[config.mk]
export PLATFORM = sky130hd
export DESIGN_NAME = adc_current_averager_with_offset_cal_flat
export DESIGN_NICKNAME = d
export VERILOG_FILES = /design/src/design/aca_pkg.sv /design/src/design/aca_if.sv /design/src/design/aca_ctrl.sv /design/src/design/aca_dp.sv /design/src/design/adc_current_averager_with_offset_cal.sv /design/src/flat_wrapper.sv
export SDC_FILE = /design/constraint.sdc
export NUM_CORES = 1
export LEC_CHECK = 0
export BUFFER_PORTS_ARGS = -buffer_cell sky130_fd_sc_hd__buf_2
export CAP_MARGIN = 20
export CORE_UTILIZATION = 30
export DETAILED_ROUTE_END_ITERATION = 10
export SLEW_MARGIN = 20
export SYNTH_ARGS = -nofsm -noshare
export SYNTH_HDL_FRONTEND = slang
export SYNTH_SLANG_ARGS = --single-unit
[constraint.sdc]
create_clock -name clk -period 4 [get_ports clk]
set_clock_uncertainty 0.05 [all_clocks]
set_input_delay 0.4 -clock clk [delete_from_list [all_inputs] [get_ports clk]]
set_output_delay 0.4 -clock clk [all_outputs]
set_load 0.01 [all_outputs]
[src/design/aca_pkg.sv]
// Shared constants, codes and control types for the ADC current averager.
// Used by the controller, datapath and top level.
package aca_pkg;

  localparam int PAIRS     = 16;
  localparam int PIDX_W    = (PAIRS > 1) ? $clog2(PAIRS) : 1;
  localparam int DATA_W    = 16;
  localparam int SUM_W     = DATA_W + $clog2(PAIRS);
  localparam int RSUM_W    = 32;
  localparam int CNT_W     = 16;
  localparam int CAL_W     = 5;
  localparam int DIV_STEPS = RSUM_W;
  localparam int STEP_W    = $clog2(DIV_STEPS);
  localparam int CFG_AW    = 2;
  localparam int CFG_DW    = 32;

  localparam logic [CAL_W-1:0]  CALIB_READS_RST  = CAL_W'(17);
  localparam logic [CFG_AW-1:0] ADDR_CALIB_READS = CFG_AW'(0);
  localparam logic [CNT_W-1:0]  COUNT_MAX        = '1;

  localparam logic ACT_SAMPLE = 1'b0;
  localparam logic ACT_READ   = 1'b1;

  typedef enum logic [1:0] {
    ST_IDLE,
    ST_DIV,
    ST_FIN
  } aca_state_t;

  typedef struct packed {
    logic sample_en;
    logic read_start;
    logic div_step;
    logic finish;
  } aca_cmd_t;

  typedef struct packed {
    logic count_zero;
  } aca_sts_t;

endpackage

[src/design/aca_if.sv]
// Valid/ready channel interfaces for sample/read items and result items.
// Standalone; widths follow the fixed field widths.
interface aca_in_if;
  logic        valid;
  logic        ready;
  logic        action;
  logic [15:0] current_sample;
  logic [15:0] vbus_sample;
  logic        motor_enabled;

  modport source (output valid, action, current_sample, vbus_sample, motor_enabled,
                  input ready);
  modport sink   (input valid, action, current_sample, vbus_sample, motor_enabled,
                  output ready);
endinterface

interface aca_out_if;
  logic        valid;
  logic        ready;
  logic [15:0] current_counts;
  logic [15:0] vbus_mean;
  logic        no_data;

  modport source (output valid, current_counts, vbus_mean, no_data, input ready);
  modport sink   (input valid, current_counts, vbus_mean, no_data, output ready);
endinterface

[src/design/aca_ctrl.sv]
// Controller: accepts items, sequences the serial divide and loads the result.
// Depends on aca_pkg for the state enum and command/status structs.
module aca_ctrl (
  input  logic               clk,
  input  logic               rst_n,
  input  logic               in_valid,
  input  logic               in_action,
  output logic               in_ready,
  output logic               out_valid,
  input  logic               out_ready,
  input  aca_pkg::aca_sts_t  sts,
  output aca_pkg::aca_cmd_t  cmd
);
  import aca_pkg::*;

  aca_state_t        state_r, state_nxt;
  logic [STEP_W-1:0] step_r, step_nxt;
  logic              out_valid_r, out_valid_nxt;
  logic              accept;

  always_ff @(posedge clk) begin
    if (!rst_n) begin
      state_r     <= ST_IDLE;
      step_r      <= '0;
      out_valid_r <= 1'b0;
    end else begin
      state_r     <= state_nxt;
      step_r      <= step_nxt;
      out_valid_r <= out_valid_nxt;
    end
  end

  always_comb begin
    state_nxt = state_r;
    step_nxt  = step_r;
    cmd       = '0;
    in_ready  = 1'b0;
    accept    = 1'b0;
    case (state_r)
      ST_IDLE: begin
        in_ready = 1'b1;
        accept   = in_valid;
        if (accept && in_action == ACT_SAMPLE) begin
          cmd.sample_en = 1'b1;
        end else if (accept && in_action == ACT_READ) begin
          cmd.read_start = 1'b1;
          step_nxt       = '0;
          state_nxt      = sts.count_zero ? ST_FIN : ST_DIV;
        end
      end
      ST_DIV: begin
        cmd.div_step = 1'b1;
        step_nxt     = step_r + STEP_W'(1);
        if (step_r == STEP_W'(DIV_STEPS - 1)) begin
          state_nxt = ST_FIN;
        end
      end
      ST_FIN: begin
        // wait for the output slot to be free
        if (!out_valid_r || out_ready) begin
          cmd.finish = 1'b1;
          state_nxt  = ST_IDLE;
        end
      end
      default: begin
        state_nxt = ST_IDLE;
      end
    endcase
  end

  always_comb begin
    if (cmd.finish) begin
      out_valid_nxt = 1'b1;
    end else if (out_ready) begin
      out_valid_nxt = 1'b0;
    end else begin
      out_valid_nxt = out_valid_r;
    end
  end

  assign out_valid = out_valid_r;

`ifndef NO_ASSERTIONS
  a_zero_skips_div: assert property (@(posedge clk) disable iff (!rst_n)
    cmd.read_start && sts.count_zero |=> state_r == ST_FIN)
    else $error("empty read did not skip the divide");
  a_div_length: assert property (@(posedge clk) disable iff (!rst_n)
    state_r == ST_DIV && step_r == STEP_W'(DIV_STEPS - 1) |=> state_r == ST_FIN)
    else $error("divide did not end after its last step");
  a_finish_valid: assert property (@(posedge clk) disable iff (!rst_n)
    cmd.finish |=> out_valid_r)
    else $error("result load did not raise out valid");
`endif
endmodule

[src/design/aca_dp.sv]
// Datapath: block sums, running sum/count, serial divider, offset and result.
// Depends on aca_pkg for widths, constants and command/status structs.
module aca_dp (
  input  logic                         clk,
  input  logic                         rst_n,
  input  aca_pkg::aca_cmd_t            cmd,
  output aca_pkg::aca_sts_t            sts,
  input  logic [aca_pkg::DATA_W-1:0]   in_current_sample,
  input  logic [aca_pkg::DATA_W-1:0]   in_vbus_sample,
  input  logic                         in_motor_enabled,
  input  logic [aca_pkg::CAL_W-1:0]    calib_reads,
  output logic [aca_pkg::DATA_W-1:0]   out_current_counts,
  output logic [aca_pkg::DATA_W-1:0]   out_vbus_mean,
  output logic                         out_no_data
);
  import aca_pkg::*;

  logic [SUM_W-1:0]  blk_cur_r, blk_cur_nxt;
  logic [SUM_W-1:0]  blk_vbus_r, blk_vbus_nxt;
  logic [PIDX_W-1:0] pair_idx_r, pair_idx_nxt;
  logic [RSUM_W-1:0] run_sum_r, run_sum_nxt;
  logic [CNT_W-1:0]  run_cnt_r, run_cnt_nxt;
  logic [DATA_W-1:0] vbus_avg_r, vbus_avg_nxt;
  logic [DATA_W-1:0] offset_r, offset_nxt;
  logic [CAL_W-1:0]  calib_done_r, calib_done_nxt;

  logic [RSUM_W-1:0] quo_r, quo_nxt;
  logic [CNT_W-1:0]  rem_r, rem_nxt;
  logic [CNT_W-1:0]  divisor_r, divisor_nxt;
  logic              nodata_r, nodata_nxt;
  logic              motor_r, motor_nxt;

  logic [DATA_W-1:0] cur_r, cur_nxt;
  logic [DATA_W-1:0] vmean_r, vmean_nxt;
  logic              nd_r, nd_nxt;

  logic [SUM_W-1:0]  cur_sum, vbus_sum;
  logic [CNT_W:0]    rem_sh;
  logic              ge;
  logic [DATA_W-1:0] mean, off_eff;
  logic              do_cal;

  assign sts.count_zero = (run_cnt_r == '0);

  assign cur_sum  = blk_cur_r + SUM_W'(in_current_sample);
  assign vbus_sum = blk_vbus_r + SUM_W'(in_vbus_sample);

  // one restoring divide step per cycle
  assign rem_sh = {rem_r, quo_r[RSUM_W-1]};
  assign ge     = rem_sh >= {1'b0, divisor_r};

  assign mean    = quo_r[DATA_W-1:0];
  assign do_cal  = (calib_done_r < calib_reads) && !motor_r;
  assign off_eff = do_cal ? mean : offset_r;

  always_comb begin
    blk_cur_nxt    = blk_cur_r;
    blk_vbus_nxt   = blk_vbus_r;
    pair_idx_nxt   = pair_idx_r;
    run_sum_nxt    = run_sum_r;
    run_cnt_nxt    = run_cnt_r;
    vbus_avg_nxt   = vbus_avg_r;
    offset_nxt     = offset_r;
    calib_done_nxt = calib_done_r;
    quo_nxt        = quo_r;
    rem_nxt        = rem_r;
    divisor_nxt    = divisor_r;
    nodata_nxt     = nodata_r;
    motor_nxt      = motor_r;
    cur_nxt        = cur_r;
    vmean_nxt      = vmean_r;
    nd_nxt         = nd_r;

    if (cmd.sample_en) begin
      if (pair_idx_r == PIDX_W'(PAIRS - 1)) begin
        // close the block
        if (run_cnt_r != COUNT_MAX) begin
          run_sum_nxt = run_sum_r + RSUM_W'(cur_sum / SUM_W'(PAIRS));
          run_cnt_nxt = run_cnt_r + CNT_W'(1);
        end
        vbus_avg_nxt = DATA_W'(vbus_sum / SUM_W'(PAIRS));
        blk_cur_nxt  = '0;
        blk_vbus_nxt = '0;
        pair_idx_nxt = '0;
      end else begin
        blk_cur_nxt  = cur_sum;
        blk_vbus_nxt = vbus_sum;
        pair_idx_nxt = pair_idx_r + PIDX_W'(1);
      end
    end

    if (cmd.read_start) begin
      quo_nxt     = run_sum_r;
      rem_nxt     = '0;
      divisor_nxt = run_cnt_r;
      nodata_nxt  = sts.count_zero;
      motor_nxt   = in_motor_enabled;
      run_sum_nxt = '0;
      run_cnt_nxt = '0;
    end

    if (cmd.div_step) begin
      rem_nxt = ge ? CNT_W'(rem_sh - {1'b0, divisor_r}) : rem_sh[CNT_W-1:0];
      quo_nxt = {quo_r[RSUM_W-2:0], ge};
    end

    if (cmd.finish) begin
      vmean_nxt = vbus_avg_r;
      nd_nxt    = nodata_r;
      if (nodata_r) begin
        cur_nxt = '0;
      end else begin
        if (do_cal) begin
          offset_nxt     = mean;
          calib_done_nxt = calib_done_r + CAL_W'(1);
        end
        cur_nxt = (mean >= off_eff) ? (mean - off_eff) : '0;
      end
    end
  end

  always_ff @(posedge clk) begin
    if (!rst_n) begin
      blk_cur_r    <= '0;
      blk_vbus_r   <= '0;
      pair_idx_r   <= '0;
      run_sum_r    <= '0;
      run_cnt_r    <= '0;
      vbus_avg_r   <= '0;
      offset_r     <= '0;
      calib_done_r <= '0;
    end else begin
      blk_cur_r    <= blk_cur_nxt;
      blk_vbus_r   <= blk_vbus_nxt;
      pair_idx_r   <= pair_idx_nxt;
      run_sum_r    <= run_sum_nxt;
      run_cnt_r    <= run_cnt_nxt;
      vbus_avg_r   <= vbus_avg_nxt;
      offset_r     <= offset_nxt;
      calib_done_r <= calib_done_nxt;
    end
  end

  always_ff @(posedge clk) begin
    quo_r     <= quo_nxt;
    rem_r     <= rem_nxt;
    divisor_r <= divisor_nxt;
    nodata_r  <= nodata_nxt;
    motor_r   <= motor_nxt;
    cur_r     <= cur_nxt;
    vmean_r   <= vmean_nxt;
    nd_r      <= nd_nxt;
  end

  assign out_current_counts = cur_r;
  assign out_vbus_mean      = vmean_r;
  assign out_no_data        = nd_r;

`ifndef NO_ASSERTIONS
  a_read_clears: assert property (@(posedge clk) disable iff (!rst_n)
    cmd.read_start |=> run_sum_r == '0 && run_cnt_r == '0)
    else $error("read did not clear the running sum and count");
  a_rem_bound: assert property (@(posedge clk) disable iff (!rst_n)
    cmd.div_step |-> rem_r < divisor_r)
    else $error("divider remainder out of range");
  a_nodata_zero: assert property (@(posedge clk) disable iff (!rst_n)
    cmd.finish && nodata_r |=> cur_r == '0 && nd_r)
    else $error("empty read gave a non-zero current");
`endif
endmodule

[src/design/adc_current_averager_with_offset_cal.sv]
// Sample-pair item: a new item every cycle while idle.
// Read item: accept, 32 steps of the one-bit-per-cycle restoring divider, then
// result load; the divider steps are skipped when no block was completed.
// A finished result waits in the output register; sample items go on meanwhile.
// Reset (rst_n low, synchronous) clears all sums, counts, offset and
// calibration progress, and sets calib_reads to 17.
module adc_current_averager_with_offset_cal (
  input  logic                          clk,
  input  logic                          rst_n,
  aca_in_if.sink                        in_ch,
  aca_out_if.source                     out_ch,
  input  logic                          psel,
  input  logic                          penable,
  input  logic                          pwrite,
  input  logic [aca_pkg::CFG_AW-1:0]    paddr,
  input  logic [aca_pkg::CFG_DW-1:0]    pwdata,
  output logic [aca_pkg::CFG_DW-1:0]    prdata,
  output logic                          pready
);
  import aca_pkg::*;

  logic [CAL_W-1:0] calib_reads_r, calib_reads_nxt;
  logic             cfg_wr;
  aca_cmd_t         cmd;
  aca_sts_t         sts;

  assign pready = 1'b1;
  assign cfg_wr = psel && penable && pwrite && pready;

  always_comb begin
    calib_reads_nxt = calib_reads_r;
    if (cfg_wr && paddr == ADDR_CALIB_READS) begin
      calib_reads_nxt = pwdata[CAL_W-1:0];
    end
  end

  always_ff @(posedge clk) begin
    if (!rst_n) begin
      calib_reads_r <= CALIB_READS_RST;
    end else begin
      calib_reads_r <= calib_reads_nxt;
    end
  end

  assign prdata = (paddr == ADDR_CALIB_READS) ? CFG_DW'(calib_reads_r) : '0;

  aca_ctrl u_ctrl (
    .clk       (clk),
    .rst_n     (rst_n),
    .in_valid  (in_ch.valid),
    .in_action (in_ch.action),
    .in_ready  (in_ch.ready),
    .out_valid (out_ch.valid),
    .out_ready (out_ch.ready),
    .sts       (sts),
    .cmd       (cmd)
  );

  aca_dp u_dp (
    .clk                (clk),
    .rst_n              (rst_n),
    .cmd                (cmd),
    .sts                (sts),
    .in_current_sample  (in_ch.current_sample),
    .in_vbus_sample     (in_ch.vbus_sample),
    .in_motor_enabled   (in_ch.motor_enabled),
    .calib_reads        (calib_reads_r),
    .out_current_counts (out_ch.current_counts),
    .out_vbus_mean      (out_ch.vbus_mean),
    .out_no_data        (out_ch.no_data)
  );

endmodule
[src/flat_wrapper.sv]
// flat-port wrapper written by rule: the top's interface ports become plain ports
module adc_current_averager_with_offset_cal_flat import aca_pkg::*;
  (clk, rst_n, psel, penable, pwrite, paddr, pwdata, prdata, pready, in_ch_valid, in_ch_action, in_ch_current_sample, in_ch_vbus_sample, in_ch_motor_enabled, in_ch_ready, out_ch_valid, out_ch_current_counts, out_ch_vbus_mean, out_ch_no_data, out_ch_ready);
  aca_in_if in_ch_i ();
  aca_out_if out_ch_i ();
  input  logic clk;
  input  logic rst_n;
  input  logic psel;
  input  logic penable;
  input  logic pwrite;
  input  logic [aca_pkg::CFG_AW-1:0] paddr;
  input  logic [aca_pkg::CFG_DW-1:0] pwdata;
  output logic [aca_pkg::CFG_DW-1:0] prdata;
  output logic pready;
  input wire logic [$bits(in_ch_i.valid)-1:0] in_ch_valid;
  input wire logic [$bits(in_ch_i.action)-1:0] in_ch_action;
  input wire logic [$bits(in_ch_i.current_sample)-1:0] in_ch_current_sample;
  input wire logic [$bits(in_ch_i.vbus_sample)-1:0] in_ch_vbus_sample;
  input wire logic [$bits(in_ch_i.motor_enabled)-1:0] in_ch_motor_enabled;
  output wire logic [$bits(in_ch_i.ready)-1:0] in_ch_ready;
  output wire logic [$bits(out_ch_i.valid)-1:0] out_ch_valid;
  output wire logic [$bits(out_ch_i.current_counts)-1:0] out_ch_current_counts;
  output wire logic [$bits(out_ch_i.vbus_mean)-1:0] out_ch_vbus_mean;
  output wire logic [$bits(out_ch_i.no_data)-1:0] out_ch_no_data;
  input wire logic [$bits(out_ch_i.ready)-1:0] out_ch_ready;
  assign in_ch_i.valid = in_ch_valid;
  assign in_ch_i.action = in_ch_action;
  assign in_ch_i.current_sample = in_ch_current_sample;
  assign in_ch_i.vbus_sample = in_ch_vbus_sample;
  assign in_ch_i.motor_enabled = in_ch_motor_enabled;
  assign in_ch_ready = in_ch_i.ready;
  assign out_ch_valid = out_ch_i.valid;
  assign out_ch_current_counts = out_ch_i.current_counts;
  assign out_ch_vbus_mean = out_ch_i.vbus_mean;
  assign out_ch_no_data = out_ch_i.no_data;
  assign out_ch_i.ready = out_ch_ready;
  adc_current_averager_with_offset_cal u_core (.clk(clk), .rst_n(rst_n), .in_ch(in_ch_i), .out_ch(out_ch_i), .psel(psel), .penable(penable), .pwrite(pwrite), .paddr(paddr), .pwdata(pwdata), .prdata(prdata), .pready(pready));
endmodule
==> qor.csv, run 1 <==
stage,metric,value,unit
run_status,result_of_the_run,finished with violations,
run_status,failed_checks,negative setup slack,
worst_setup_path,cp.arrival,4.50,ns
drt,post_route_drc_violation_count,0,
yosys,synth_top_family_by_area,simple AND/OR/NAND/NOR gates,
yosys,synth_ff_type,sky130_fd_sc_hd__dfxtp_1,
grt,antenna_found_initial,0,
sta,period_share,1.019,
final_layout,utilization,0.3786,
clock_network,numClockSinks,241,
sta,slew_headroom,0.3650,
final_layout,multiInputGateArea,7795,um^2
floorplan,floorplan.die.width,215.3,um
yosys,synthAdderAreaFrac,0.09263,
final_layout,sequential_standard_cell_area,5819,um^2
placement,postPlaceCellArea,15360,um^2
yosys,syn-instance-count,1487,
power_and_ir_drop,power.ir.vdd_worst,0.0002453,V
yosys,synth.avg_cell_area,9.175,um^2
clock_network,cts-root-buf,sky130_fd_sc_hd__clkbuf_16,
floorplan,fp.dieH,215.3,um
grt,grt_remaining_overflow,0,
floorplan,ios,143,
final_layout,antenna-diode-count,0,
drt,routed_wirelength,32.93,mm
power_and_ir_drop,p_clk_frac,0.404,
yosys,synth.cell_area,13640,um^2
final_layout,layout_common_cells,"sky130_fd_sc_hd__nand2_1 (208), sky130_fd_sc_hd__nor2_1 (155), sky130_fd_sc_hd__dfxtp_1 (139)",
sta,hold_ws,0.01658,ns
yosys,asyncSetResetFlopFracSynth,0,
drt,route.antenna.remaining_nets,0,
drt,detailedRoute.firstIterationViolations,613,
drt,avgRoutedWirePerCell,14.38,um
sta,finalMaxSlewViolations,0,
yosys,synth.mux.area_fraction,0.03531,
yosys,ys_seq_area_frac,0.4263,
yosys,yosys.area_share.simple,0.1862,
drt,routed_via_density,4.893,
sta,postLayoutSetupSlackWorst,-0.07682,ns
power_and_ir_drop,static-leakage-power,7.104,nW
grt,grt_first_pass_wirelength,53.31,mm
hold_path,timing.hold.worst.class,input port to flop,
final_layout,filler_cell_count,4510,
sta,tightest_pin_transition,0.9490,ns
clock_network,maximum_clock_path_buffer_count,3,
clock_network,cts_made_buffers,27,
final_layout,stdcell_area,16850,um^2
power_and_ir_drop,power.density_cell_area,349.1,nW/um^2
power_and_ir_drop,swShare,0.2661,
sta,finalWorstPathRequiredPeriod,4.077,ns
yosys,synth-edff-count,99,
power_and_ir_drop,power_total,5.883,mW
sta,rsz0062_at_grt,true,
drt,vias,11200,
placement,detailed_place_hpwl,23.54,mm
placement,place.gp.congestion,0.8491,
yosys,synth_cell_types,80,
worst_setup_path,timing.critical_path.required,4.42,ns
drt,drt_pre_antenna_iters,7,
power_and_ir_drop,combinationalPowerShare,0.148,
run,max_cap_violations,0,
yosys,postSynthRegisterBits,241,
sta,finalSetupViolations,5,
floorplan,floorplan.initialDensity,0.3065,
grt,groute.usage.overall,0.1379,
final_layout,synthToLayoutAreaGrowth,23.51,%
yosys,ys.warnings.count,0,
clock_network,ctsHtreeMaxLevel,1,
clock_network,clk_transition_reported_paths,0.06,ns
grt,number_of_global_route_vias_before_repair,10793,
final_layout,layout-drive-gt1-share,0.2092,
sta,timing.fmax,245.3,MHz
floorplan,fp.dieArea,46330,um^2
placement,pre_cts_ws,-0.3474,ns
final_layout,nNetsFinal,1849,
clock_network,cts_tree,built,
yosys,synthXorXnorAreaFrac,0.05970,
sta,hold_fails_final_rpt,0,
worst_setup_path,critical_path_peak_fanout,3,
power_and_ir_drop,seqPwrFrac,0.448,
yosys,synth_compound_area_frac,0.1538,
clock_network,clock_latency_on_the_worst_skew_pair,0.56,ns
worst_setup_path,cp_capture_type,flop,
final_layout,final_common_cell,sky130_fd_sc_hd__nand2_1,
worst_setup_path,critical_path_class,flop to flop,
floorplan,core_region_area,44510,um^2
floorplan,count_of_standard_cell_rows,77,
power_and_ir_drop,p_int,4.318,mW
grt,grt_max_degree,52,
placement,buffers_added_on_ports,87,
worst_setup_path,start_kind,flop,
power_and_ir_drop,power.net_switching,1.565,mW
[critical path: stages (launching register included)]
cell and delay, ns:
sky130_fd_sc_hd__dfxtp_2 0.34, sky130_fd_sc_hd__ha_4 0.16, sky130_fd_sc_hd__fa_2 0.36, sky130_fd_sc_hd__a211oi_4 0.27
sky130_fd_sc_hd__buf_4 0.16, sky130_fd_sc_hd__o211ai_1 0.12, sky130_fd_sc_hd__a41oi_2 0.24, sky130_fd_sc_hd__buf_4 0.18
sky130_fd_sc_hd__o31a_1 0.15, sky130_fd_sc_hd__buf_4 0.13, sky130_fd_sc_hd__xnor2_2 0.08, sky130_fd_sc_hd__ha_1 0.32
sky130_fd_sc_hd__buf_4 0.12, sky130_fd_sc_hd__nand3_1 0.11, sky130_fd_sc_hd__o31ai_4 0.23, sky130_fd_sc_hd__a311oi_2 0.16
sky130_fd_sc_hd__o21a_1 0.27, sky130_fd_sc_hd__or4_1 0.41, sky130_fd_sc_hd__a21oi_1 0.13
[path summary, 6_finish.rpt]
path | endpoint | cells past startpoint | startpoint | slack [ns]
max | u_core.u_dp.run_sum_r[30] | 18 | u_core.u_dp.blk_cur_r[0] | -0.08
max reg2reg | u_core.u_dp.run_sum_r[30] | 18 | u_core.u_dp.blk_cur_r[0] | -0.08
min | u_core.calib_reads_r[4] | 3 | pwdata[4] | 0.02
min reg2reg | u_core.u_dp.out_vbus_mean[9] | 0 | u_core.u_dp.vbus_avg_r[9] | 0.38
[state kept, by name, indices dropped and copies added (netlist names)]
register / count
u_core.calib_reads_r: 5
u_core.u_ctrl.out_valid: 1
u_core.u_ctrl.state_r: 2
u_core.u_ctrl.step_r: 5
u_core.u_dp.blk_cur_r: 20
u_core.u_dp.blk_vbus_r: 20
u_core.u_dp.calib_done_r: 5
u_core.u_dp.divisor_r: 16
u_core.u_dp.motor_r: 1
u_core.u_dp.nodata_r: 1
u_core.u_dp.offset_r: 16
u_core.u_dp.out_current_counts: 16
u_core.u_dp.out_no_data: 1
u_core.u_dp.out_vbus_mean: 16
u_core.u_dp.pair_idx_r: 4
u_core.u_dp.quo_r: 32
u_core.u_dp.rem_r: 16
u_core.u_dp.run_cnt_r: 16
u_core.u_dp.run_sum_r: 32
u_core.u_dp.vbus_avg_r: 16
[logic make-up (layout without fill, tap and decap cells)]
group | after synthesis | count (layout)
simple gates | 556 | 556
compound gates | 312 | 312
flops | 241 | 241
buf+inv | 137 | 321
fa+ha+maj | 98 | 98
xor+xnor | 93 | 93
mux | 48 | 48
other cells | 2 | 28
[synthesized netlist by cell type (5+ instances only)]
cell type,instances,area share
sky130_fd_sc_hd__a211oi_1,11,0.0061
sky130_fd_sc_hd__dfxtp_1,142,0.21
sky130_fd_sc_hd__clkbuf_1,45,0.012
sky130_fd_sc_hd__a22o_1,8,0.0051
sky130_fd_sc_hd__a2111oi_0,5,0.0032
sky130_fd_sc_hd__nor3_1,29,0.011
sky130_fd_sc_hd__inv_1,56,0.015
sky130_fd_sc_hd__nand4_1,19,0.0087
sky130_fd_sc_hd__fa_1,5,0.0073
sky130_fd_sc_hd__or3_1,11,0.0050
sky130_fd_sc_hd__xnor2_1,46,0.030
sky130_fd_sc_hd__mux2i_1,47,0.034
sky130_fd_sc_hd__nand3_1,47,0.017
sky130_fd_sc_hd__o21a_1,14,0.0077
sky130_fd_sc_hd__o21bai_1,9,0.0050
sky130_fd_sc_hd__edfxtp_1,99,0.22
sky130_fd_sc_hd__a22oi_1,12,0.0066
sky130_fd_sc_hd__and2_1,8,0.0037
sky130_fd_sc_hd__buf_1,5,0.0014
sky130_fd_sc_hd__nand2_1,210,0.058
sky130_fd_sc_hd__and4_1,8,0.0051
sky130_fd_sc_hd__nand2b_1,8,0.0037
sky130_fd_sc_hd__buf_4,28,0.015
sky130_fd_sc_hd__ha_1,93,0.085
sky130_fd_sc_hd__nor2b_1,12,0.0055
sky130_fd_sc_hd__o21ai_0,45,0.017
sky130_fd_sc_hd__nor4_1,6,0.0028
sky130_fd_sc_hd__and3_1,16,0.0073
sky130_fd_sc_hd__a31oi_1,14,0.0064
sky130_fd_sc_hd__a21o_1,29,0.016
sky130_fd_sc_hd__a21oi_1,105,0.039
sky130_fd_sc_hd__o31ai_1,6,0.0033
sky130_fd_sc_hd__nor2_1,155,0.043
sky130_fd_sc_hd__xor2_1,47,0.030
sky130_fd_sc_hd__o2111ai_1,6,0.0039
sky130_fd_sc_hd__or2_2,6,0.0028
[layer usage]
metal	track usage	wire length (um)	up-vias
li1	-	-	5642
met1	0.1837	15610	5306
met2	0.2352	15550	207
met3	0.01557	1043	45
met4	0.03735	720	0
met5	0	0	-
[timing repair]
item | 4_1_cts | 5_1_grt
endpoints found under the setup margin | 34 | 37
endpoints found under the hold margin | 2 | 0
pin swaps | 35 | 35
cloned | 1 | 0
buffers inserted | 9 | 8
hold buffers | 2 | 0
gates resized for setup | 41 | 60
[power by group through the flow]
stage | Clock, mW | Combinational (mW) | Sequential (mW)
3_5_place_dp | 0 | 0.759 | 2.69
4_1_cts | 2.44 | 0.801 | 2.64
3_3_place_gp | 0 | 0.747 | 2.69
5_1_grt | 2.53 | 0.956 | 2.64
2_1_floorplan | 0 | 0.515 | 2.68
6_report | 2.38 | 0.868 | 2.64
[metrics by stage]
stage / std cells / TNS [ns]
after floorplan: 1513 / 0
after global placement: 2218 / -4.212
after detailed placement: 2218 / -6.759
after CTS: 2280 / -0.5326
after global routing: 2289 / -3.281
final: 2289 / -0.2568
[final cells by class]
cell class,count,area share
clock buffers,31,0.04099
well taps,592,0.04396
inverters,57,0.01270
clock inverters,19,0.009133
multi-input cells,1135,0.4626
repair buffers,214,0.08531
flip-flops and latches,241,0.3453
Power figures use the tool's default switching activity.
==> run 2: changes to the inputs <==
--- a/config.mk
+++ b/config.mk
@@ -9,7 +9,8 @@
 export CAP_MARGIN = 20
 export CORE_UTILIZATION = 30
 export DETAILED_ROUTE_END_ITERATION = 10
-export SLEW_MARGIN = 20
+export PLACE_DENSITY = 0.45
+export SLEW_MARGIN = 25
 export SYNTH_ARGS = -nofsm -noshare
 export SYNTH_HDL_FRONTEND = slang
 export SYNTH_SLANG_ARGS = --single-unit
==> run 2 against run 1 <==
Compared with the run above: register-to-register slack improved by 0.09 ns; maximum frequency is 2.3% higher; the flow now finishes without violations; flip-flop and latch count unchanged; critical endpoint is now u_core.u_dp.run_sum_r[17]; utilization increased by 0.60 points; worst setup slack improved by 0.090 ns; via count fell by 0.21%; count of clock-buffer cells in the layout up 10.
==> qor.csv, run 2 (synthesis results as in run 1) <==
stage,metric,value,unit,change
run_status,result_of_the_run,completed,,was finished with violations
worst_setup_path,worst-r2r-cell-count,17,,was 18
clock_network,cts-root-buf,sky130_fd_sc_hd__clkbuf_16,,unchanged
final_layout,final_common_cell,sky130_fd_sc_hd__nand2_1,,unchanged
worst_setup_path,critical_path_class,flop to flop,,unchanged
power_and_ir_drop,p_clk_frac,0.438,,was 0.404
sta,finalWorstPathRequiredPeriod,3.987,ns,was 4.077 ns
floorplan,ios,143,,unchanged
clock_network,cts_tree,built,,unchanged
run,max_cap_violations,0,,unchanged
sta,slew_headroom,0.3769,,was 0.3650
grt,number_of_global_route_vias_before_repair,11167,,was 10.79k
worst_setup_path,worst-path-stages,17,,was 18
power_and_ir_drop,power_total,6.223,mW,was 5.883 mW
grt,grt_remaining_overflow,0,,unchanged
final_layout,layout-drive-gt1-share,0.2194,,was 0.2092
final_layout,registers_with_the_most_flip_flops,"u_core.u_dp.quo_r (32), u_core.u_dp.run_sum_r (32)",,unchanged
hold_path,timing.hold.worst.class,input port to flop,,unchanged
power_and_ir_drop,p_int,4.618,mW,was 4.318 mW
clock_network,ctsHtreeMaxLevel,1,,unchanged
drt,routed_wirelength,34.97,mm,was 32.93 mm
final_layout,nNetsFinal,1881,,"was 1,849"
power_and_ir_drop,static-leakage-power,7.280,nW,was 7.104 nW
grt,grt_max_degree,52,,unchanged
grt,grt_first_pass_wirelength,56.97,mm,was 53.31 mm
sta,finalSetupViolations,0,,was 5
worst_setup_path,regToRegSetupSlack,0.01,ns,was -0.08 ns
sta,finalMaxSlewViolations,0,,unchanged
worst_setup_path,critPathBufInv,2,,was 4
sta,rsz0062_at_grt,true,,unchanged
worst_setup_path,crit-reg2reg-capture,u_core.u_dp.run_sum_r[17],,was u_core.u_dp.run_sum_r[30]
placement,place.gp.congestion,0.8006,,was 0.8491
final_layout,synthToLayoutAreaGrowth,25.46,%,was 23.51%
worst_setup_path,critical-path-top-delay-family,compound AO/OA/AOI/OAI gates,,unchanged
floorplan,count_of_standard_cell_rows,77,,unchanged
floorplan,fp.dieH,215.3,um,unchanged
power_and_ir_drop,seqPwrFrac,0.424,,was 0.448
drt,route.antenna.remaining_nets,0,,unchanged
sta,hold_ws,0.03863,ns,was 0.01658 ns
final_layout,layout_common_cells,"sky130_fd_sc_hd__nand2_1 (208), sky130_fd_sc_hd__nor2_1 (153), sky130_fd_sc_hd__buf_4 (148)",,"was sky130_fd_sc_hd__nand2_1 (208), sky130_fd_sc_hd__nor2_1 (155), sky130_fd_sc_hd__dfxtp_1 (139)"
worst_setup_path,cp.arrival,4.43,ns,was 4.50 ns
drt,post_route_drc_violation_count,0,,unchanged
worst_setup_path,critPathSlowestCell,sky130_fd_sc_hd__fa_2,,was sky130_fd_sc_hd__or4_1
floorplan,core_region_area,44510,um^2,unchanged
drt,detailedRoute.firstIterationViolations,504,,was 613
floorplan,fp.dieArea,46330,um^2,unchanged
power_and_ir_drop,power.ir.vdd_worst,0.0003358,V,was 0.0002453 V
worst_setup_path,cp_capture_type,flop,,unchanged
worst_setup_path,critical_path_peak_fanout,4,,was 3
floorplan,floorplan.die.width,215.3,um,unchanged
worst_setup_path,critical-path-max-stage-delay,0.36,ns,was 0.41 ns
worst_setup_path,timing.rr.start,u_core.u_dp.blk_cur_r[0],,unchanged
sta,tightest_pin_transition,0.9312,ns,was 0.9490 ns
grt,antenna_found_initial,2,,was 0
clock_network,numClockSinks,241,,unchanged
placement,detailed_place_hpwl,25.17,mm,was 23.54 mm
clock_network,clk_transition_reported_paths,0.06,ns,about the same
clock_network,maximum_clock_path_buffer_count,3,,unchanged
worst_setup_path,startpoint,u_core.u_dp.blk_cur_r[0],,unchanged
worst_setup_path,endpoint,u_core.u_dp.run_sum_r[17],,was u_core.u_dp.run_sum_r[30]
power_and_ir_drop,power.net_switching,1.605,mW,was 1.565 mW
grt,groute.usage.overall,0.1501,,was 0.1379
placement,buffers_added_on_ports,87,,unchanged
power_and_ir_drop,swShare,0.2579,,was 0.2661
worst_setup_path,start_kind,flop,,unchanged
final_layout,utilization,0.3846,,was 0.3786
drt,drt_pre_antenna_iters,5,,was 7
drt,routed_via_density,4.805,,was 4.893
drt,avgRoutedWirePerCell,15.04,um,was 14.38 um
clock_network,clock_latency_on_the_worst_skew_pair,0.58,ns,was 0.56 ns
worst_setup_path,path_cells,"ha_4, fa_2, a211oi_4, o211ai_1, a41oi_2, buf_4, o31a_1, o21bai_1, a21oi_2, xnor2_2, ha_1, or2_2, a21oi_2, a2111oi_4, buf_4, or3_1, a21oi_1",,"was ha_4, fa_2, a211oi_4, buf_4, o211ai_1, a41oi_2, buf_4, o31a_1, buf_4, xnor2_2, ha_1, buf_4, nand3_1, o31ai_4, a311oi_2, o21a_1, or4_1, a21oi_1"
power_and_ir_drop,power.density_cell_area,363.6,nW/um^2,was 349.1 nW/um^2
power_and_ir_drop,combinationalPowerShare,0.138,,was 0.148
sta,hold_fails_final_rpt,0,,unchanged
drt,vias,11176,,was 11.20k
sta,period_share,0.9967,,was 1.019
floorplan,floorplan.initialDensity,0.3065,,unchanged
sta,timing.fmax,250.8,MHz,was 245.3 MHz
clock_network,cts_made_buffers,30,,was 27
worst_setup_path,timing.critical_path.required,4.45,ns,was 4.42 ns
run 2: metrics by stage:
step,cells,setup TNS (ns),setup slack [ns],instance area (um^2)
final,2326,0,0.01316,17120
after global routing,2325,-2.320,-0.1958,17110
after detailed placement,2232,-9.689,-0.4901,15450
after floorplan,1513,0,0.01633,13760
after global placement,2232,-8.755,-0.4629,15450
after CTS,2320,0,0.002541,16840
run 2: layer usage:
metal | vias up | wire length (um) | track usage
li1 | 5706 | - | -
met5 | - | 0 | 0
met2 | 117 | 17050 | 0.2633
met4 | 0 | 803 | 0.03877
met1 | 5308 | 16200 | 0.1911
met3 | 45 | 920 | 0.02236
run 2: tightest hold or removal path: cells and delay by family:
kind,cells,cell delay (ns)
simple gates,1,0.08
mux,1,0.06
buf+inv,1,0.09
run 2: cell type report:
cell class,instances,area (um^2)
Clock inverter,15,128.9
Antenna cell,2,5.005
Timing Repair Buffer,242,1619
Clock buffer,41,885.9
Sequential cell,241,5818
Tap cell,592,740.7
Inverter,57,214.0
Fill cell,4507,27390
Multi-Input combinational cell,1136,7705
run 2: worst min-delay path by stage:
| stage | startpoint | to | slack (ns) | cells past startpoint |
|---|---|---|---|---|
| CTS | pwdata[1] | u_core.calib_reads_r[1] | 0.007 | 3 |
| global route | pwdata[1] | u_core.calib_reads_r[1] | 0.04 | 3 |
| detailed placement | u_core.u_dp.vbus_avg_r[9] | u_core.u_dp.out_vbus_mean[9] | 0.36 | 0 |
| floorplan | u_core.u_dp.vbus_avg_r[9] | u_core.u_dp.out_vbus_mean[9] | 0.35 | 0 |
| finish | pwdata[1] | u_core.calib_reads_r[1] | 0.04 | 3 |
| global placement | u_core.u_dp.vbus_avg_r[9] | u_core.u_dp.out_vbus_mean[9] | 0.36 | 0 |
run 2: repair_timing:
item / 4_1_cts / 5_1_grt
resized for setup: 30 / 55
endpoints found under the hold margin: 5 / 0
cloned: 2 / 0
setup buffers: 26 / 4
pin swaps: 39 / 32
hold buffers: 5 / 0
setup endpoints to repair: 35 / 36
run 2: power by group through the flow:
| stage | combinational [mW] | sequential (mW) | clock (mW) |
|---|---|---|---|
| after global placement | 0.760 | 2.69 | 0 |
| after detailed placement | 0.764 | 2.69 | 0 |
| final | 0.857 | 2.64 | 2.73 |
| after global routing | 0.948 | 2.64 | 2.92 |
| after floorplan | 0.515 | 2.68 | 0 |
| after CTS | 0.819 | 2.64 | 2.84 |
==> run 3: changes to the inputs <==
--- a/config.mk
+++ b/config.mk
@@ -8,6 +8,7 @@
 export BUFFER_PORTS_ARGS = -buffer_cell sky130_fd_sc_hd__buf_2
 export CAP_MARGIN = 20
 export CORE_UTILIZATION = 30
+export CTS_BUF_LIST = sky130_fd_sc_hd__clkbuf_8
 export DETAILED_ROUTE_END_ITERATION = 10
 export PLACE_DENSITY = 0.45
 export SLEW_MARGIN = 25
==> run 3 against run 2 <==
Compared with the run above: worst setup slack worse by 0.030 ns; utilization is 0.30 points lower; worst hold slack improved by 0.065 ns; flip-flop and latch count unchanged; the run now ends with negative setup slack left; die area unchanged; sequential share of layout area increased by 0.27 points; power fell by 4.0%; sequential power about the same; critical path type unchanged; register-to-register slack got worse by 0.03 ns; via count rose by 1.3%; combinational power decreased by 1%; non-clock buffer count is 2 lower.
==> qor.csv, run 3 (synthesis results as in run 1) <==
stage,metric,value,unit,change
final_layout,nNetsFinal,1895,,"was 1,881"
grt,antenna_found_initial,2,,unchanged
worst_setup_path,path_cells,"ha_4, fa_2, a211oi_4, o211ai_1, a41oi_2, o21bai_1, a21oi_2, xnor2_2, ha_1, and4_1, a21bo_4, a41o_4, a2111oi_4, buf_4, o211ai_1, xor2_1, nor2_1",,"was ha_4, fa_2, a211oi_4, o211ai_1, a41oi_2, buf_4, o31a_1, o21bai_1, a21oi_2, xnor2_2, ha_1, or2_2, a21oi_2, a2111oi_4, buf_4, or3_1, a21oi_1"
power_and_ir_drop,swShare,0.2708,,was 0.2579
floorplan,floorplan.die.width,215.3,um,unchanged
floorplan,core_region_area,44510,um^2,unchanged
power_and_ir_drop,power.density_cell_area,351.8,nW/um^2,was 363.6 nW/um^2
sta,finalWorstPathRequiredPeriod,4.017,ns,was 3.987 ns
drt,vias,11318,,was 11.18k
sta,postLayoutSetupSlackWorst,-0.01710,ns,was 0.01316 ns
grt,number_of_global_route_vias_before_repair,11246,,was 11.17k
power_and_ir_drop,static-leakage-power,7.311,nW,was 7.280 nW
grt,grt_first_pass_wirelength,57.38,mm,was 56.97 mm
final_layout,registers_with_the_most_flip_flops,"u_core.u_dp.quo_r (32), u_core.u_dp.run_sum_r (32)",,unchanged
drt,routed_via_density,4.808,,was 4.805
drt,avgRoutedWirePerCell,14.99,um,was 15.04 um
placement,pre_cts_ws,-0.4901,ns,unchanged
drt,detailroute.wirelength.met3,1.389,mm,was 920 um
power_and_ir_drop,power.ir.vdd_worst,0.0002337,V,was 0.0003358 V
sta,timing.fmax,248.9,MHz,was 250.8 MHz
clock_network,ctsHtreeMaxLevel,2,,was 1
worst_setup_path,critical_path_class,flop to flop,,unchanged
floorplan,ios,143,,unchanged
power_and_ir_drop,combinationalPowerShare,0.142,,was 0.138
worst_setup_path,cp_capture_type,flop,,unchanged
floorplan,count_of_standard_cell_rows,77,,unchanged
final_layout,layout.cells.non_filler,2354,,"was 2,326"
worst_setup_path,timing.critical_path.mode_cell,sky130_fd_sc_hd__o211ai_1,,
grt,groute.usage.overall,0.1526,,was 0.1501
drt,post_route_drc_violation_count,0,,unchanged
drt,wl_met1,16.20,mm,about the same
power_and_ir_drop,p_clk_frac,0.416,,was 0.438
power_and_ir_drop,power.net_switching,1.617,mW,was 1.605 mW
worst_setup_path,critical_path_peak_fanout,5,,was 4
drt,routed_wirelength,35.30,mm,was 34.97 mm
worst_setup_path,timing.critical_path.required,4.43,ns,was 4.45 ns
final_layout,layout_common_cells,"sky130_fd_sc_hd__nand2_1 (208), sky130_fd_sc_hd__nor2_1 (153), sky130_fd_sc_hd__buf_4 (145)",,"was sky130_fd_sc_hd__nand2_1 (208), sky130_fd_sc_hd__nor2_1 (153), sky130_fd_sc_hd__buf_4 (148)"
hold_path,timing.hold.worst.class,input port to flop,,unchanged
drt,dr.max_layer_used,met4,,unchanged
floorplan,fp.dieArea,46330,um^2,unchanged
sta,rsz0062_at_grt,true,,unchanged
clock_network,cts_tree,built,,unchanged
run,max_cap_violations,0,,unchanged
placement,place.detailed.instances,2232,,unchanged
worst_setup_path,timing.rr.start,u_core.u_dp.blk_cur_r[0],,unchanged
final_layout,synthToLayoutAreaGrowth,24.49,%,was 25.46%
sta,period_share,1.004,,was 0.9967
drt,detailedRoute.firstIterationViolations,522,,was 504
sta,finalMaxSlewViolations,0,,unchanged
placement,place.gp.congestion,0.8006,,unchanged
clock_network,maximum_clock_path_buffer_count,3,,unchanged
sta,slew_headroom,0.3702,,was 0.3769
final_layout,layout-drive-gt1-share,0.2176,,was 0.2194
grt,grt_max_degree,52,,unchanged
placement,buffers_added_on_ports,87,,unchanged
worst_setup_path,start_kind,flop,,unchanged
clock_network,cts-root-buf,sky130_fd_sc_hd__clkbuf_8,,was sky130_fd_sc_hd__clkbuf_16
run_status,failed_checks,negative setup slack,,
power_and_ir_drop,p_int,4.357,mW,was 4.618 mW
clock_network,clock_latency_on_the_worst_skew_pair,0.61,ns,was 0.58 ns
grt,grt_remaining_overflow,0,,unchanged
floorplan,fp.dieH,215.3,um,unchanged
drt,wl_met2,16.90,mm,was 17.05 mm
clock_network,cts_made_buffers,46,,was 30
run_status,result_of_the_run,finished with violations,,was completed
sta,tightest_pin_transition,0.9412,ns,was 0.9312 ns
worst_setup_path,critical-path-max-stage-delay,0.41,ns,was 0.36 ns
floorplan,floorplan.initialDensity,0.3065,,unchanged
drt,drt_pre_antenna_iters,5,,unchanged
worst_setup_path,startpoint,u_core.u_dp.blk_cur_r[0],,unchanged
sta,finalSetupViolations,2,,was 0
final_layout,final_common_cell,sky130_fd_sc_hd__nand2_1,,unchanged
drt,route.antenna.remaining_nets,0,,unchanged
sta,hold_ws,0.1039,ns,was 0.03863 ns
sta,hold_fails_final_rpt,0,,unchanged
worst_setup_path,critPathSlowestCell,sky130_fd_sc_hd__fa_2,,unchanged
worst_setup_path,cp.arrival,4.44,ns,was 4.43 ns
placement,detailed_place_hpwl,25.17,mm,unchanged
clock_network,numClockSinks,241,,unchanged
final_layout,utilization,0.3816,,was 0.3846
power_and_ir_drop,seqPwrFrac,0.442,,was 0.424
hold_path,worst_hold_startpoint,out_ch_ready,,was pwdata[1]
clock_network,clk_transition_reported_paths,0.06,ns,about the same
## run 3: final timing paths
path                                  end  slack, ns  depth (start not counted)
max reg2reg     u_core.u_dp.run_sum_r[19]      -0.02                         17
min               u_core.u_ctrl.out_valid       0.10                          3
max             u_core.u_dp.run_sum_r[19]      -0.02                         17
min reg2reg  u_core.u_dp.out_vbus_mean[4]       0.38                          0
## run 3: power by group through the flow
stage / Combinational, mW / Sequential, mW / Clock (mW)
after floorplan: 0.515 / 2.68 / 0
after global placement: 0.760 / 2.69 / 0
after detailed placement: 0.764 / 2.69 / 0
after CTS: 0.815 / 2.64 / 2.60
after global routing: 0.939 / 2.64 / 2.72
final: 0.848 / 2.64 / 2.49
## run 3: layer usage
layer | up-vias | GRT usage
li1 | 5739 | -
met3 | 57 | 0.03128
met2 | 149 | 0.2611
met5 | - | 0
met4 | 0 | 0.05012
met1 | 5373 | 0.1905
## run 3: critical path, delay by kind of cell (launching register included)
| family | cells | cell delay (ns) |
|---|---|---|
| buf+inv | 1 | 0.22 |
| fa+ha+maj | 3 | 0.87 |
| xor+xnor | 2 | 0.26 |
| flops | 1 | 0.33 |
| simple gates | 2 | 0.25 |
| compound gates | 9 | 1.89 |
## run 3: metrics by stage
| stage | power [mW] | area, um^2 | TNS (ns) |
|---|---|---|---|
| floorplan | 3.198 | 13760 | 0 |
| global placement | 3.449 | 15450 | -8.755 |
| detailed placement | 3.454 | 15450 | -9.689 |
| CTS | 6.052 | 16750 | -0.01522 |
| global route | 6.298 | 16980 | -2.955 |
| finish | 5.974 | 16980 | -0.03231 |
## run 3: cell type report
type                       instances  area [um^2]
clock inverter                    32        201.4
tap                              592        740.7
timing repair buffer             240         1600
sequential                       241         5818
antenna                            2        5.005
clock buffer                      54        743.2
inverter                          57        214.0
multi-input combinational       1136         7661
fill                            4540        27530
## run 3: repair_timing
item,CTS,global route
endpoints found under the hold margin,6,0
resized for setup,27,44
setup buffers,21,5
pin swaps,29,35
endpoints found under the setup margin,35,35
hold buffers,6,0
cloned,2,0
